`config.mk`:
```
export PLATFORM = sky130hd
export DESIGN_NAME = led_bargraph_shift_driver_flat
export DESIGN_NICKNAME = d
export VERILOG_FILES = /design/src/design/lsd_pkg.sv /design/src/design/lsd_if.sv /design/src/design/lsd_front.sv /design/src/design/lsd_queue.sv /design/src/design/lsd_shifter.sv /design/src/design/led_bargraph_shift_driver.sv /design/src/flat_wrapper.sv
export SDC_FILE = /design/constraint.sdc
export NUM_CORES = 1
export LEC_CHECK = 0
export BUFFER_PORTS_ARGS = -buffer_cell sky130_fd_sc_hd__clkbuf_2
export CORE_MARGIN = 10
export CORE_UTILIZATION = 45
export CTS_BUF_LIST = sky130_fd_sc_hd__clkbuf_2 sky130_fd_sc_hd__clkbuf_4 sky130_fd_sc_hd__clkbuf_8
export DETAILED_ROUTE_END_ITERATION = 8
export GPL_TIMING_DRIVEN = 0
export PLACE_DENSITY = 0.67
export SLEW_MARGIN = 40
export SYNTH_ARGS = -nofsm -noshare
export SYNTH_HDL_FRONTEND = slang
export SYNTH_SLANG_ARGS = --single-unit
```
`constraint.sdc`:
```
create_clock -name i_clk -period 2.6 [get_ports i_clk]
set_input_delay 0.13 -clock i_clk [delete_from_list [all_inputs] [get_ports i_clk]]
set_output_delay 0.13 -clock i_clk [all_outputs]
set_load 0.1 [all_outputs]
```
`src/design/lsd_pkg.sv`:
```
// ----------------------------------------------------------------------------
// lsd_pkg
// Shared types, operation codes and bar layout of the LED bar-graph driver.
// ----------------------------------------------------------------------------
package lsd_pkg;

    localparam int IMG_W  = 24;
    localparam int OP_W   = 3;
    localparam int LVL_W  = 8;
    localparam int IDX_W  = 5;

    localparam int DEF_IMAGE_BITS = 24;

    localparam logic [OP_W-1:0] OP_SUN         = 3'd0;
    localparam logic [OP_W-1:0] OP_ENERGY      = 3'd1;
    localparam logic [OP_W-1:0] OP_POLLUTION   = 3'd2;
    localparam logic [OP_W-1:0] OP_TEMPERATURE = 3'd3;
    localparam logic [OP_W-1:0] OP_RAW         = 3'd4;

    localparam logic [IMG_W-1:0] SUN_KEEP         = 24'h0fffff;
    localparam logic [IMG_W-1:0] ENERGY_KEEP      = 24'hf03fff;
    localparam logic [IMG_W-1:0] POLLUTION_KEEP   = 24'hffc0ff;
    localparam logic [IMG_W-1:0] TEMPERATURE_KEEP = 24'hffff00;

    localparam int SUN_SHIFT         = 20;
    localparam int ENERGY_SHIFT      = 14;
    localparam int POLLUTION_SHIFT   = 8;
    localparam int TEMPERATURE_SHIFT = 0;

    localparam logic [LVL_W-1:0] SUN_WIDTH         = 8'd4;
    localparam logic [LVL_W-1:0] ENERGY_WIDTH      = 8'd6;
    localparam logic [LVL_W-1:0] POLLUTION_WIDTH   = 8'd6;
    localparam logic [LVL_W-1:0] TEMPERATURE_WIDTH = 8'd8;

    // image handed from the front to the back through the queue
    typedef struct packed {
        logic             valid;
        logic [IMG_W-1:0] image;
    } t_img_push;

    // thermometer code: lowest min(level, width) bits set
    function automatic logic [LVL_W-1:0] therm(input logic [LVL_W-1:0] level,
                                               input logic [LVL_W-1:0] width);
        logic [LVL_W-1:0] t;
        for (int b = 0; b < LVL_W; b++) begin
            t[b] = (LVL_W'(b) < level) && (LVL_W'(b) < width);
        end
        return t;
    endfunction

endpackage

```
`src/design/lsd_if.sv`:
```
// ----------------------------------------------------------------------------
// lsd_if
// Valid/ready channels of the bar-graph driver: command items and serial bits.
// ----------------------------------------------------------------------------
interface lsd_in_if;
    logic        valid;
    logic        ready;
    logic [2:0]  operation;
    logic [7:0]  level;
    logic [23:0] raw_image;

    modport source (output valid, operation, level, raw_image, input ready);
    modport sink   (input valid, operation, level, raw_image, output ready);
endinterface

interface lsd_out_if;
    logic        valid;
    logic        ready;
    logic        serial_bit;
    logic [4:0]  bit_index;
    logic        latch;
    logic [23:0] image;

    modport source (output valid, serial_bit, bit_index, latch, image, input ready);
    modport sink   (input valid, serial_bit, bit_index, latch, image, output ready);
endinterface

```
`src/design/lsd_front.sv`:
```
// ----------------------------------------------------------------------------
// lsd_front
// Accepts commands, merges the bar level into the image (or takes a raw image) and queues the image.
// ----------------------------------------------------------------------------
module lsd_front
    import lsd_pkg::*;
#(
    parameter int IMAGE_BITS = DEF_IMAGE_BITS
) (
    input  logic          i_clk,
    input  logic          i_rst_n,
    lsd_in_if.sink        i_item,
    output t_img_push     o_push,
    input  logic          i_push_ready
);

    localparam logic [IMG_W-1:0] IMG_MASK = (IMAGE_BITS >= IMG_W) ? {IMG_W{1'b1}} :
        IMG_W'((64'd1 << IMAGE_BITS) - 64'd1);

    logic [IMG_W-1:0] r_image;
    logic [IMG_W-1:0] n_image;
    logic             op_ok;
    logic             take;
    logic [IMG_W-1:0] merged;

    always_comb begin
        op_ok  = 1'b1;
        merged = r_image;
        case (i_item.operation)
            OP_SUN: begin
                merged = (r_image & SUN_KEEP) |
                         (IMG_W'(therm(i_item.level, SUN_WIDTH)) << SUN_SHIFT);
            end
            OP_ENERGY: begin
                merged = (r_image & ENERGY_KEEP) |
                         (IMG_W'(therm(i_item.level, ENERGY_WIDTH)) << ENERGY_SHIFT);
            end
            OP_POLLUTION: begin
                merged = (r_image & POLLUTION_KEEP) |
                         (IMG_W'(therm(i_item.level, POLLUTION_WIDTH)) << POLLUTION_SHIFT);
            end
            OP_TEMPERATURE: begin
                merged = (r_image & TEMPERATURE_KEEP) |
                         (IMG_W'(therm(i_item.level, TEMPERATURE_WIDTH)) << TEMPERATURE_SHIFT);
            end
            OP_RAW: begin
                merged = i_item.raw_image;
            end
            default: begin
                // unused codes are swallowed without output
                op_ok = 1'b0;
            end
        endcase
    end

    assign i_item.ready = i_push_ready;
    assign take         = i_item.valid && i_push_ready && op_ok;
    assign n_image      = take ? (merged & IMG_MASK) : r_image;

    assign o_push.valid = take;
    assign o_push.image = merged & IMG_MASK;

    always_ff @(posedge i_clk) begin
        if (!i_rst_n) begin
            r_image <= '0;
        end else begin
            r_image <= n_image;
        end
    end

endmodule

```
`src/design/lsd_queue.sv`:
```
// ----------------------------------------------------------------------------
// lsd_queue
// Two-entry image queue between command front and shift-out back.
// ----------------------------------------------------------------------------
module lsd_queue
    import lsd_pkg::*;
(
    input  logic             i_clk,
    input  logic             i_rst_n,
    input  t_img_push        i_push,
    output logic             o_push_ready,
    output logic             o_pop_valid,
    output logic [IMG_W-1:0] o_pop_image,
    input  logic             i_pop_ready
);

    logic [IMG_W-1:0] r_mem [2];
    logic             r_wp;
    logic             r_rp;
    logic [1:0]       r_cnt;
    logic [1:0]       n_cnt;
    logic             push;
    logic             pop;

    assign o_push_ready = (r_cnt != 2'd2);
    assign o_pop_valid  = (r_cnt != 2'd0);
    assign o_pop_image  = r_mem[r_rp];

    assign push = i_push.valid && o_push_ready;
    assign pop  = o_pop_valid && i_pop_ready;

    always_comb begin
        n_cnt = r_cnt;
        if (push && !pop) begin
            n_cnt = r_cnt + 2'd1;
        end else if (pop && !push) begin
            n_cnt = r_cnt - 2'd1;
        end
    end

    always_ff @(posedge i_clk) begin
        if (push) begin
            r_mem[r_wp] <= i_push.image;
        end
    end

    always_ff @(posedge i_clk) begin
        if (!i_rst_n) begin
            r_wp  <= 1'b0;
            r_rp  <= 1'b0;
            r_cnt <= 2'd0;
        end else begin
            r_cnt <= n_cnt;
            if (push) begin
                r_wp <= ~r_wp;
            end
            if (pop) begin
                r_rp <= ~r_rp;
            end
        end
    end

    a_cnt_range: assert property (@(posedge i_clk) disable iff (!i_rst_n)
        r_cnt != 2'd3)
        else $error("queue count out of range");

    a_cnt_up: assert property (@(posedge i_clk) disable iff (!i_rst_n)
        push && !pop |=> r_cnt == $past(r_cnt) + 2'd1)
        else $error("queue count did not follow push");

    a_ptr_sync: assert property (@(posedge i_clk) disable iff (!i_rst_n)
        (r_cnt == 2'd0 || r_cnt == 2'd2) |-> r_wp == r_rp)
        else $error("queue pointers disagree with count");

endmodule

```
`src/design/lsd_shifter.sv`:
```
// ----------------------------------------------------------------------------
// lsd_shifter
// Shifts one queued image out LSB first as inverted serial bit items.
// ----------------------------------------------------------------------------
module lsd_shifter
    import lsd_pkg::*;
#(
    parameter int IMAGE_BITS = DEF_IMAGE_BITS
) (
    input  logic             i_clk,
    input  logic             i_rst_n,
    input  logic             i_q_valid,
    input  logic [IMG_W-1:0] i_q_image,
    output logic             o_q_ready,
    lsd_out_if.source        o_result
);

    localparam int CNT_W = $clog2(IMAGE_BITS);
    localparam logic [CNT_W-1:0] LAST = CNT_W'(IMAGE_BITS - 1);

    logic             r_busy;
    logic [CNT_W-1:0] r_idx;
    logic [IMG_W-1:0] r_sh;
    logic [IMG_W-1:0] r_image;
    logic             last;
    logic             fire;
    logic             load;

    assign last = (r_idx == LAST);
    assign fire = o_result.valid && o_result.ready;
    // refill from the queue on the cycle the latch bit leaves
    assign o_q_ready = !r_busy || (o_result.ready && last);
    assign load      = i_q_valid && o_q_ready;

    assign o_result.valid      = r_busy;
    // zero fill past bit 23 gives ones on the line
    assign o_result.serial_bit = ~r_sh[0];
    assign o_result.bit_index  = IDX_W'(r_idx);
    assign o_result.latch      = last;
    assign o_result.image      = r_image;

    always_ff @(posedge i_clk) begin
        if (load) begin
            r_sh    <= i_q_image;
            r_image <= i_q_image;
        end else if (fire) begin
            r_sh <= r_sh >> 1;
        end
    end

    always_ff @(posedge i_clk) begin
        if (!i_rst_n) begin
            r_busy <= 1'b0;
            r_idx  <= '0;
        end else if (load) begin
            r_busy <= 1'b1;
            r_idx  <= '0;
        end else if (fire) begin
            if (last) begin
                r_busy <= 1'b0;
            end else begin
                r_idx <= r_idx + CNT_W'(1);
            end
        end
    end

    a_idx_range: assert property (@(posedge i_clk) disable iff (!i_rst_n)
        r_busy |-> r_idx <= LAST)
        else $error("bit index past last bit");

    a_idx_step: assert property (@(posedge i_clk) disable iff (!i_rst_n)
        fire && !last |=> o_result.valid &&
            o_result.bit_index == $past(o_result.bit_index) + 5'd1)
        else $error("bit index did not advance");

    a_drain: assert property (@(posedge i_clk) disable iff (!i_rst_n)
        fire && last && !i_q_valid |=> !o_result.valid)
        else $error("shifter stayed busy after latch bit");

    a_refill: assert property (@(posedge i_clk) disable iff (!i_rst_n)
        fire && last && i_q_valid |=> o_result.valid && o_result.bit_index == 5'd0)
        else $error("shifter did not restart on next image");

endmodule

```
`src/design/led_bargraph_shift_driver.sv`:
```
// ----------------------------------------------------------------------------
// led_bargraph_shift_driver
// Four LED bar graphs kept as one image and shifted out serially per update.
// ----------------------------------------------------------------------------
//  channel   dir  handshake            payload
//  i_item    in   valid/ready          operation, level, raw_image
//  o_result  out  valid/ready          serial_bit, bit_index, latch, image
//
//  One command yields IMAGE_BITS bit items, one per cycle when o_result is
//  ready; the shift counter in the back part sets this rate.
//  Commands enter at one per cycle while the two-entry image queue has room.
//  Unused operation codes are taken and produce no items.
//  Synchronous active-low reset clears the image and empties the queue.
// ----------------------------------------------------------------------------
module led_bargraph_shift_driver
    import lsd_pkg::*;
#(
    parameter int IMAGE_BITS = DEF_IMAGE_BITS
) (
    input  logic      i_clk,
    input  logic      i_rst_n,
    lsd_in_if.sink    i_item,
    lsd_out_if.source o_result
);

    t_img_push        push;
    logic             push_ready;
    logic             pop_valid;
    logic [IMG_W-1:0] pop_image;
    logic             pop_ready;

    lsd_front #(
        .IMAGE_BITS (IMAGE_BITS)
    ) u_front (
        .i_clk        (i_clk),
        .i_rst_n      (i_rst_n),
        .i_item       (i_item),
        .o_push       (push),
        .i_push_ready (push_ready)
    );

    lsd_queue u_queue (
        .i_clk        (i_clk),
        .i_rst_n      (i_rst_n),
        .i_push       (push),
        .o_push_ready (push_ready),
        .o_pop_valid  (pop_valid),
        .o_pop_image  (pop_image),
        .i_pop_ready  (pop_ready)
    );

    lsd_shifter #(
        .IMAGE_BITS (IMAGE_BITS)
    ) u_shifter (
        .i_clk     (i_clk),
        .i_rst_n   (i_rst_n),
        .i_q_valid (pop_valid),
        .i_q_image (pop_image),
        .o_q_ready (pop_ready),
        .o_result  (o_result)
    );

endmodule

```
`src/flat_wrapper.sv`:
```
// flat-port wrapper written by rule: the top's interface ports become plain ports
module led_bargraph_shift_driver_flat import lsd_pkg::*;
#(
    parameter int IMAGE_BITS = DEF_IMAGE_BITS
)
  (i_clk, i_rst_n, i_item_valid, i_item_operation, i_item_level, i_item_raw_image, i_item_ready, o_result_valid, o_result_serial_bit, o_result_bit_index, o_result_latch, o_result_image, o_result_ready);
  lsd_in_if i_item_i ();
  lsd_out_if o_result_i ();
  input  logic i_clk;
  input  logic i_rst_n;
  input wire logic [$bits(i_item_i.valid)-1:0] i_item_valid;
  input wire logic [$bits(i_item_i.operation)-1:0] i_item_operation;
  input wire logic [$bits(i_item_i.level)-1:0] i_item_level;
  input wire logic [$bits(i_item_i.raw_image)-1:0] i_item_raw_image;
  output wire logic [$bits(i_item_i.ready)-1:0] i_item_ready;
  output wire logic [$bits(o_result_i.valid)-1:0] o_result_valid;
  output wire logic [$bits(o_result_i.serial_bit)-1:0] o_result_serial_bit;
  output wire logic [$bits(o_result_i.bit_index)-1:0] o_result_bit_index;
  output wire logic [$bits(o_result_i.latch)-1:0] o_result_latch;
  output wire logic [$bits(o_result_i.image)-1:0] o_result_image;
  input wire logic [$bits(o_result_i.ready)-1:0] o_result_ready;
  assign i_item_i.valid = i_item_valid;
  assign i_item_i.operation = i_item_operation;
  assign i_item_i.level = i_item_level;
  assign i_item_i.raw_image = i_item_raw_image;
  assign i_item_ready = i_item_i.ready;
  assign o_result_valid = o_result_i.valid;
  assign o_result_serial_bit = o_result_i.serial_bit;
  assign o_result_bit_index = o_result_i.bit_index;
  assign o_result_latch = o_result_i.latch;
  assign o_result_image = o_result_i.image;
  assign o_result_i.ready = o_result_ready;
  led_bargraph_shift_driver #(.IMAGE_BITS(IMAGE_BITS)) u_core (.i_clk(i_clk), .i_rst_n(i_rst_n), .i_item(i_item_i), .o_result(o_result_i));
endmodule
```
## Yosys cells after proc, flatten, opt, wreduce, memory -nomap -nowiden

Memory sizes are Yosys's and may differ from the RTL's. A register that Yosys moved wholly into a read port is not among the register bits.
Index checks and enable logic that the tools add are counted.

- Memories: 1
- Register bits: 82
- Output and inout bits: 33
- Word-level logic and storage cells: 69
- Bits in writable memories: 48

- $add $sub $neg: 3
- Equal/unequal tests: 6
- Muxes and demuxes: 13
- Reduce and logical (&&, ||, !) cells: 21
- Bitwise logic cells: 9
- Magnitude comparators: 8

Memories:

| memory | depth | bits a word | rd ports | clocked after Yosys merged registers in | write ports | line | source |
|---|---|---|---|---|---|---|---|
| u_core.u_queue.r_mem | 2 | 24 | 1 | 1 | 1 | lsd_queue.sv:17 | `logic [IMG_W-1:0] r_mem [2];` |

Operators with widths:

| operator | count |
|---|---|
| $pmux 24 s5 | 1 |
| $mux 24 | 2 |
| $lt 3x8->1 const A | 4 |
| $or 20x24->24 | 1 |
| $or 24x14->24 | 1 |
| $or 24x20->24 | 1 |
| $or 24x8->24 | 1 |
| $lt 1x8->1 const A | 2 |
| $lt 2x8->1 const A | 2 |
| $logic_and 1x1->1 | 8 |
| $mux 1 | 8 |
| $reduce_bool 2->1 | 4 |
| $eq 3x2->1 const B | 2 |
| $add 5x1->5 const B | 1 |
| $eq 5x5->1 const B | 1 |
| $not 1->1 | 5 |
| $reduce_or 5->1 | 1 |
| $mux 2 | 2 |
| $reduce_and 2->1 | 2 |
| $eq 3x1->1 const B | 1 |
| $eq 3x3->1 const B | 1 |
| $logic_not 1->1 | 3 |
| $logic_not 3->1 | 1 |
| $add 2x1->2 const B | 1 |
| 4 further kinds | 4 |

## Longest topological paths before layout

- Word-level depth: 9
- Gate-level depth with buffers: 11
- Gate-level depth less buffers: 9

## Modules after synthesis

Synthesis repeated with hierarchy kept, for this count alone.

- Cell total of the unflattened synthesis: 436
- Area, all modules: 5795.6 µm²

Modules (own cells, without submodules):

| module | times used | area an instance (µm²) | cells each | seq. area each (µm²) |
|---|---|---|---|---|
| lsd_shifter | 1 | 2133.3 | 109 | 1561.5 |
| lsd_queue | 1 | 1969.4 | 99 | 1541.5 |
| lsd_front | 1 | 1692.9 | 228 | 480.5 |

## Worst setup path before layout

OpenSTA, ideal clock, no wires.

- Path kind: reg-to-reg
- From: register u_core.u_shifter.r_idx[0], in the netlist u_core.u_shifter.o_result.bit_index[0]
- To: register u_core.u_queue.r_cnt[1]
- Stages on the path, launching flop included: 11
- Setup slack: -1.240 ns
- Data arrival time: 3.764 ns
- Library setup time: 0.076 ns
- Required time: 2.524 ns
- Clock period less this slack: 3.840 ns
- Cell sequence: dfxtp_1 ha_1 and4b_1 buf_2 a21boi_1 nor2_4 buf_2 inv_1 ha_1 or3_1 a21boi_0

- Longest elaborated chain between the ends: 7

Ends and longest elaborated chain:

| item | line | source |
|---|---|---|
| from (decl) | lsd_shifter.sv:22 | `logic [CNT_W-1:0] r_idx;` |
| from (signal assigned) | lsd_shifter.sv:62 | `r_idx <= r_idx + CNT_W'(1);` |
| $eq 5x5->1 * | lsd_shifter.sv:29 | `assign last = (r_idx == LAST);` |
| named net o_result_latch | flat_wrapper.sv:19 | `output wire logic [$bits(o_result_i.latch)-1:0] o_result_latch;` |
| $logic_and 1x1->1 * | lsd_shifter.sv:32 | `assign o_q_ready = !r_busy \|\| (o_result.ready && last);` |
| $logic_or 1x1->1 * | lsd_shifter.sv:32 |  |
| $logic_and 1x1->1 * | lsd_queue.sv:30 | `assign pop = o_pop_valid && i_pop_ready;` |
| named net u_core.u_queue.pop | lsd_queue.sv:23 | `logic pop;` |
| $logic_not 1->1 | lsd_queue.sv:34 | `if (push && !pop) begin` |
| $logic_and 1x1->1 | lsd_queue.sv:34 |  |
| $mux 2 or $reduce_bool 2->1 (tied branches) | -- |  |
| to (signal assigned) | lsd_queue.sv:53 | `r_cnt <= n_cnt;` |
| to (decl) | lsd_queue.sv:20 | `logic [1:0] r_cnt;` |

Mark *: on every way through the listed nets, which the timed path passes. The rest lies on a longest branch.
A chain may end at the register's enable or synchronous reset.

## Worst setup path after layout

- From: register u_core.u_shifter.r_idx[0], in the netlist u_core.u_shifter.o_result.bit_index[0]
- To: register u_core.u_queue.r_cnt[1]

- Longest elaborated chain between the ends: 7

Ends and longest elaborated chain:

| item | line |
|---|---|
| $eq 5x5->1 * | lsd_shifter.sv:29 |
| $logic_and 1x1->1 * | lsd_shifter.sv:32 |
| $logic_or 1x1->1 * | lsd_shifter.sv:32 |
| $logic_and 1x1->1 * | lsd_queue.sv:30 |
| named net u_core.u_queue.pop | lsd_queue.sv:23 |
| $logic_not 1->1 | lsd_queue.sv:34 |
| $logic_and 1x1->1 | lsd_queue.sv:34 |
| $mux 2 or $reduce_bool 2->1 (tied branches) | -- |

Marked as above.

==> impl_results.md <==
* GRT overflow at 0
* List of most frequent post-synthesis cells: 96 x edfxtp_1, 47 x mux2_2, 35 x dfxtp_1
* Fmax at 0.411 GHz
* Largest net degree at the start of global routing at 34
* Share of the synthesized area in the top cell type at 50.8%
* Int Pwr at 5.29 mW
* Cell variety after synth at 59
* Initial antenna violation count at 0
* Yosys reg bits at 131
* Syn Area/Cell at 13.2 um^2
* Most used cell, CP: ha_1
* Final-report hold violation count at 0
* Slowest cell delay on critical path at 0.37 ns
* Hold Slack at 0.0287 ns
* Initial core utilization at 46.7%
* NumNets Final at 572
* Post-route non-filler standard cell count at 712
* Net Switching at 3.23 mW
* CP max-delay cell: dfxtp_4
* Post-Route WL at 13.7 mm
* Slew HR at 50.9%
* Fin crit share at 93.6%
* Starting DRT DRC Count at 371
* Top delay family on crit path: simple AND/OR/NAND/NOR gates
* Die width at 132 um
* Top FF cell, synth: edfxtp_1
* YS warnings at 0
* Syn-to-layout area delta at 22.1%
* Clock group share of total power at 25.2%
* IO Count at 72
* Cell Chain, Critical Path: ha_1 -> and4b_1 -> buf_6 -> a21boi_1 -> nor2_4 -> buf_12 -> inv_1 -> ha_1 -> or3_1 -> a21boi_0
* Drt via density at 5.63
* Via count at 4011
* HP Class: primary input to flop
* Final period demand of the worst path at 2.43 ns
* Cell leakage power at 2.56 nW
* CP endpoint kind: flop
* Post-synth EDFFs at 96
* CP Data Arrival Time at 2.80 ns
* Vias in the first global route at 4021
* Clock Path Buffers at 2
* Filler cells at 964
* RSZ-0062 raised after global routing: false
* Fin util at 57.0%
* Post-Synthesis Cells at 430
* WP buf/inv at 3
* Routability congestion estimate at 0.903
* GRT Util Overall at 15.4%
* Layout cells sized above 1 at 37.9%
* Layout Skew at 0.00599 ns
* Switch share at 37.9%
* Die H at 132 um
* Mapped Nets at 471
* Seq/Total Area, Yosys at 63.1%
* Synth area leader: edfxtp_1
* Peak supply drop at 0.583 mV
* Avg WL per Cell at 19.2 um
* Crit Path Max Fanout at 17
* # clock sinks at 131
* DP Worst Slack at -0.146 ns
* Final setup viols at 0
* First-pass GRT wire length at 21.5 mm
* Critical path required time at 2.96 ns
* TritonCTS Buffers at 17
* Slew Limit Fails at 0
* Drt drc at 0
* Startpoint types: flop
* Asr flop ratio synth at 0%
* Combinational share of power at 37.1%
* Design Power at 8.52 mW
* Sequential power share at 37.7%
* Synth area leaders: edfxtp_1 51%, dfxtp_1 12%, mux2_2 9.3%
* Placement row count at 40
* WS Path Type: flop to flop
* Number of diodes at 0
* Die ar. at 17500 um^2
* Max Cap Violations at 0
* Core Region at 12200 um^2
* Setup slack after layout at 0.166 ns
* Detail Placement HPWL at 9.43 mm
* Htree depth at 4
* Count leader, synth: edfxtp_1
* Pre-antenna DRT Iters at 5
* P per Cell Area at 1230 nW/um^2
* Status: completed
* Root Buffer: clkbuf_8
* TritonCTS clock tree: done
* Clock slew at reported path FFs at 0.07 ns
* IO buf count at 70
* Worst-Skew Late Latency at 0.43 ns
* Measured slew at the worst slew-check pin at 0.732 ns
* Dpl cells at 669
* Post-Syn Area at 5680 um^2
* Final ANT Viol Nets at 0
per-layer routing:
metal | up-vias | global-route usage (%) | wire length [um]
met5 | - | 0 | 0
met4 | 0 | 6.48 | 303
met3 | 26 | 5.37 | 1050
met2 | 179 | 23.3 | 6440
met1 | 1956 | 19.5 | 5900
li1 | 1850 | - | -
logic make-up after synthesis:
| group | Yosys count | synth area share, % |
|---|---|---|
| flops | 131 | 63.1 |
| compound gates | 117 | 14.9 |
| simple gates | 92 | 8.37 |
| mux | 49 | 9.67 |
| buf+inv | 32 | 2.45 |
| xor+xnor | 7 | 1.08 |
| fa+ha+maj | 2 | 0.441 |
final timing paths:
path,start,slack (ns),to,cells past startpoint
worst min register to register,u_core.u_queue.r_rp$_SDFFE_PN0N_,0.49,u_core.u_queue.r_rp$_SDFFE_PN0N_,2
worst max register to register,u_core.u_shifter.o_result.bit_index[0]$_SDFFE_PP0P_,0.17,u_core.u_queue.r_cnt[1]$_SDFFE_PN0P_,10
worst max-delay path,u_core.u_shifter.o_result.bit_index[0]$_SDFFE_PP0P_,0.17,u_core.u_queue.r_cnt[1]$_SDFFE_PN0P_,10
worst min-delay path,i_rst_n,0.03,u_core.u_queue.r_rp$_SDFFE_PN0N_,3
layout by cell type, fill, tap and decap left out, types with 5 or more instances in the layout:
cell and count:
or2_2 5, a21oi_1 11, and3_1 5, clkbuf_1 13, o221ai_1 8, inv_1 6, mux2_2 47, dfxtp_1 30
o21ai_0 30, a31oi_1 8, o22ai_1 10, clkbuf_8 18, edfxtp_1 96, nor2_1 15, xnor2_1 6, bufinv_16 7
o21ba_2 13, buf_4 10, clkbuf_2 71, nand2_1 30, nand3_1 5, buf_2 6
timing repair:
item,4_1_cts,5_1_grt
pin swaps,1,1
setup buffers,0,10
cloned,0,1
gates resized for setup,1,0
hold buffers,0,0
setup endpoints to repair,25,7
hold endpoints to repair,0,0
flip-flops by register name, indices dropped and copies added (netlist names), named ones only:
| register | flops |
|---|---|
| u_core.u_queue.r_wp | 1 |
| u_core.u_queue.r_rp | 1 |
| u_core.u_queue.r_cnt | 2 |
| u_core.u_shifter.o_result.bit_index | 5 |
| u_core.u_shifter.o_result.image | 24 |
| u_core.u_shifter.r_sh | 24 |
| u_core.u_queue.r_mem | 48 |
| u_core.u_shifter.o_result.valid | 1 |
| u_core.u_front.r_image | 24 |
through the flow:
step           area (um^2)  TNS [ns]
2_1_floorplan         5730    -0.135
3_3_place_gp          6290    -0.784
3_5_place_dp          6310     -3.54
4_1_cts               6820         0
5_1_grt               6930         0
6_report              6930         0
worst reg2reg max path: cells and delay by family, from the launching register on:
kind	cells	cell delay (ns)
simple gates	3	0.86
fa+ha+maj	2	0.48
flops	1	0.37
buf+inv	3	0.40
compound gates	2	0.26
power by group through the flow:
stage	Clock, mW	Sequential [mW]	Combinational, mW
finish	2.15	3.22	3.16
global route	2.27	3.28	3.33
CTS	2.18	3.22	3.01
detailed placement	0	3.26	3.00
global placement	0	3.24	2.90
floorplan	0	4.48	1.17
layout make-up:
class                      instances  area [um^2]  area share (%)
buffer                            25          134            1.93
clock buffer                      18          248            3.57
clock inverter                    14          256            3.70
inverter                           6         22.5           0.325
multi-input combinational        267         1980            28.6
sequential                       131         3600            51.9
tap                              168          210            3.03
timing repair buffer              83          480            6.93
Power figures use the tool's default switching activity.
